## src/rtl/qltd_ram.sv

```systemverilog
// ----------------------------------------------------------------------------
// Generic RAM
// One write port and one read port, read data registered.
// ----------------------------------------------------------------------------
module qltd_ram #(
   parameter int WIDTH = 16,
   parameter int DEPTH = 256,
   parameter int AW    = 8
) (
   input  logic             clock,
   input  logic             wr_en,
   input  logic [AW-1:0]    wr_addr,
   input  logic [WIDTH-1:0] wr_data,
   input  logic [AW-1:0]    rd_addr,
   output logic [WIDTH-1:0] rd_data
);

   logic [WIDTH-1:0] mem [DEPTH];

   always_ff @(posedge clock) begin
      if (wr_en) begin
         mem[wr_addr] <= wr_data;
      end
      rd_data <= mem[rd_addr];
   end

endmodule

```

## config.mk

```make
export PLATFORM = sky130hd
export DESIGN_NAME = qltd_ram
export DESIGN_NICKNAME = d
export VERILOG_FILES = /design/src/rtl/qltd_ram.sv
export SDC_FILE = /design/constraint.sdc
export NUM_CORES = 2
export LEC_CHECK = 0
export ABC_AREA = 1
export ABC_CLOCK_PERIOD_IN_PS = 1750
export BUFFER_PORTS_ARGS = -buffer_cell sky130_fd_sc_hd__clkbuf_2
export CAP_MARGIN = 20
export CELL_PAD_IN_SITES_DETAIL_PLACEMENT = 0
export CELL_PAD_IN_SITES_GLOBAL_PLACEMENT = 1
export CORE_MARGIN = 2
export CORE_UTILIZATION = 40
export CTS_CLUSTER_DIAMETER = 120
export CTS_CLUSTER_SIZE = 25
export DETAILED_ROUTE_END_ITERATION = 10
export PLACE_DENSITY = 0.69
export SLEW_MARGIN = 20
export SYNTH_ARGS = -nofsm -noshare
export SYNTH_HDL_FRONTEND = slang
export SYNTH_SLANG_ARGS = --single-unit
```

## constraint.sdc

```tcl
create_clock -name clock -period 1.75 [get_ports clock]
set_input_delay 0 -clock clock [delete_from_list [all_inputs] [get_ports clock]]
set_output_delay 0 -clock clock [all_outputs]
set_load 0.03 [all_outputs]
```

# Word-level counts from Yosys, hierarchy flattened
# Memory sizes are Yosys's and may differ from the RTL's. A register that Yosys moved wholly into a read port is not among the register bits.
# Cells that the tools add are included.
# totals
in_bits,34
out_inout_bits,16
register_bits,0
ramBits,4096
mem_count,1
word_cells,3
# memory_table
name,words,width,read_ports,rd_clocked_by_memory_dff,wr,line_no,rtl
mem,256,16,1,1,1,18,logic [WIDTH-1:0] mem [DEPTH];
# op_classes
n_mux,2
# ops
operator,n
$mux W1,2

# Logic depth before layout (Yosys ltp)
# logic_depth
ltp_word,2
depth_mapped,15
depth_no_buf,11

# Worst setup path after synthesis
# Ideal clock, no wire load.
# synth_path
path_kind,input port to flip-flop
startpoint,input wr_en
endpoint,"memory mem[164][0], enable pin"
t_arrival_ns,1.452
n_path_buf,2
stages,4
slack_ns,-0.090
cell_sequence,clkbuf_1 > nand3_1 > clkbuf_1 > nor2_1
# synth_between
elab_chain_len,2
# synth_rtl
element,line_no,rtl
"start, declared",11,"input logic wr_en,"
$mux W1,21,if (wr_en) begin
$mux W1 (implied by the code),22,mem[wr_addr] <= wr_data;
"end, declared",18,
# Every way passes these cells.

# Worst setup path in the final report
# layout_path
startpoint,input wr_addr[7]
endpoint,"memory mem[226][13], enable pin"
# layout_lines
element,line_no,rtl
"start, declared",12,"input logic [AW-1:0] wr_addr,"
# No word-level cell before the write port.

==> results.md <==
- Outcome: finished with violations
- Violated checks: negative setup slack
- Avg Inst Size Synth: 12.2 um2
- Arrival @ worst endpoint: 2.41 ns
- DR vias: 109,000
- Peak VDD IR: 0.705 mV
- FF+latch count, synth: 4,112
- Max Slew Vio Count: 0
- Largest family of logic cells by synthesized area: simple AND/OR/NAND/NOR gates
- Post-DRT Antenna Nets: 0
- Worst skew pair latency: 0.97 ns
- # H-tree levels: 4
- Largest area contributor in the netlist: edfxtp_1
- Core area: 413,000 um2
- Yosys Warn Count: 0
- HP Class: input pin to register
- Cell Count Post-Placement: 19,500
- Row cnt: 236
- Largest net degree at the start of global routing: 93
- Mapped cell area: 166,000 um2
- CTS tree: done
- Synth top area cells: edfxtp_1 74%, nand3_1 12%, nand2_1 9.5%
- Top delay family on crit path: buffers and inverters
- Top-area cell type share of the netlist area: 74.2%
- Startpoint types: input pin
- Synthesis-to-finish area growth: 15.8%
- CTS buffer count: 186
- Synthesized Nets: 13,700
- Max FO, Critical Path: 11
- Slowest-stage cell, CP: dlygate4sd3_1
- Height of the die: 648 um
- Hold Vio Cnt, Final: 0
- Layout cells sized above 1: 13.6%
- Die width: 648 um
- CP max stage delay: 0.69 ns
- CP bufs+invs: 6
- CP required: 2.37 ns
- # port buffers: 49
- Die ar.: 419,000 um2
- Routed WL: 509 mm
- Starting DRT DRC Count: 12,600
- # Post-CTS Setup Buffers: 0
- Multi-input logic area: 39,300 um2
- Hpwl dp: 320 mm
- Clk buf depth: 4
- Initial antenna violation count: 28
- Cell Pwr Density: 913 nW/um2
- Post-synthesis sequential area ratio: 74.4%
- Worst hold margin: 0.0697 ns
- Nets@finish: 14,300
- XOR/XNOR share of the synthesized area: 0%
- Reg clk slew, reported paths: 0.10 ns
- Max Cap Viol: 0
- Mux cell area share after synthesis: 0%
- Routability-driven placement congestion ratio: 0.895
- IO Pins: 50
- Fin crit share: 102%
- F_max: 0.559 GHz
- Crit end category: register
- Non-filler cells, final: 19,800
- Synth Area in Compound Gates: 0%
- Overflow left after global routing: 0
- Register area: 123,000 um2
- Simple-Gate Fraction of Synth Area: 22.4%
- Cells after synthesis: 13,600
- Clock Skew: 0.0794 ns
- Final setup vio count: 13
- Fillers: 36,800
- Global router's overall resource usage: 23.8%
- First-pass GRT wire length: 733 mm
- Distinct cells, synth: 15
- Via-per-instance ratio: 5.50
- Critical path class: input pin to register
- TritonCTS Sinks: 4,112
- CTS root buffer: clkbuf_16
- CP Cell Sequence: dlygate4sd3_1, clkbuf_2, nand2_1, inv_1, dlygate4sd3_1, nand2_1, buf_4, nor2_1, buf_4
- Post-Synth Adder-Cell Area: 0%
- Slew margin rel.: 46.9%
- Starting density of the core: 40.1%
- Vias in the first global route: 103,000
- Drt wl/cell: 25.7 um
- Setup slack after layout: -0.0401 ns
- Leakage: 66.9 nW
- Post-layout util: 46.5%
- Worst-Margin Slew: 0.797 ns
- Post-place setup slack: -1.20 ns
- # DRC: 0
- RSZ-0062 raised after global routing: true
- Period minus WS final: 1.79 ns
- Pre-antenna DRT Iters: 8
## per-stage QoR
step	TNS [ns]	total power (W)	cell area (um2)
final	-0.196	0.175	192000
after global routing	-0.0135	0.180	192000
after CTS	-0.432	0.176	191000
after detailed placement	-32.03	0.126	184000
after global placement	-23.97	0.126	184000
after floorplan	-39.74	0.118	166000
## where the power goes
| group | internal [W] | leakage [nW] | switching (W) |
|---|---|---|---|
| logic | 0.00498 | 27.5 | 0.0109 |
| registers | 0.108 | 36.9 | 0.000197 |
| clock network | 0.0203 | 2.49 | 0.0304 |
## metal layers
layer	GRT usage (%)	part of all wire, %
met1	33.7	43
met2	38.3	47
met3	2.70	7.0
met4	7.73	3.6
met5	0	0
## cells in the mapped netlist, drive strengths merged
master  count
buf       783
clkbuf    154
dfxtp      16
edfxtp   4096
inv        39
nand2    4211
nand3    4035
nor2      283
## layout make-up
| class | count | share of cell area (%) |
|---|---|---|
| flip-flops and latches | 4112 | 64.3 |
| multi-input cells | 8529 | 20.5 |
| well taps | 5474 | 3.57 |
| repair buffers | 1409 | 8.90 |
| diodes | 13 | 0.0170 |
| clock buffers | 248 | 2.59 |
| inverters | 39 | 0.104 |
| clock inverters | 10 | 0.0854 |
## final timing paths
| kind | startpoint | end | cells after the start | slack (ns) |
|---|---|---|---|---|
| max | wr_addr[7] | mem[226][13] | 9 | -0.04 |
| min | wr_data[9] | mem[77][9] | 2 | 0.07 |
| min reg2reg | mem[14][2] | rd_data[2] | 10 | 1.02 |
| max reg2reg | mem[233][10] | rd_data[10] | 11 | -0.01 |
## kinds of logic (layout without fill, tap and decap cells)
family,Yosys count,count (layout)
buffers and inverters,976,1706
other,0,13
flip-flops,4112,4112
AND/OR/NAND/NOR,8529,8529
## registers in the layout (all words and copies together), names as in the netlist
signal,count
mem,4096
rd_data,16
## timing repair
| item | 4_1_cts | 5_1_grt |
|---|---|---|
| resized for setup | 188 | 236 |
| hold endpoints to repair | 5614 | 0 |
| endpoints found under the setup margin | 29 | 224 |
| hold buffers | 44 | 0 |
| pin swaps | 7 | 26 |
| gates cloned | 0 | 1 |
## cells in the final DEF (no fill, tap or decap), types with 3 or more instances in the layout
cell / Yosys / routed
clkbuf_1: 154 / 58
nand2_1: 4211 / 4178
inv_6: 0 / 3
buf_8: 1 / 19
nor2_1: 283 / 235
nand3_1: 4035 / 3742
nand2_4: 0 / 4
buf_4: 163 / 810
dfxtp_4: 0 / 6
diode_2: 0 / 13
clkbuf_2: 0 / 25
nand3_4: 0 / 68
clkbuf_16: 0 / 191
nor2_2: 0 / 47
inv_1: 35 / 33
dfxtp_1: 16 / 3
dfxtp_2: 0 / 7
nand2_2: 0 / 29
dlygate4sd3_1: 0 / 42
nand3_2: 0 / 225
edfxtp_1: 4096 / 4096
inv_16: 0 / 4
buf_6: 53 / 10
buf_12: 1 / 499
(Power assumes the default switching activity.)
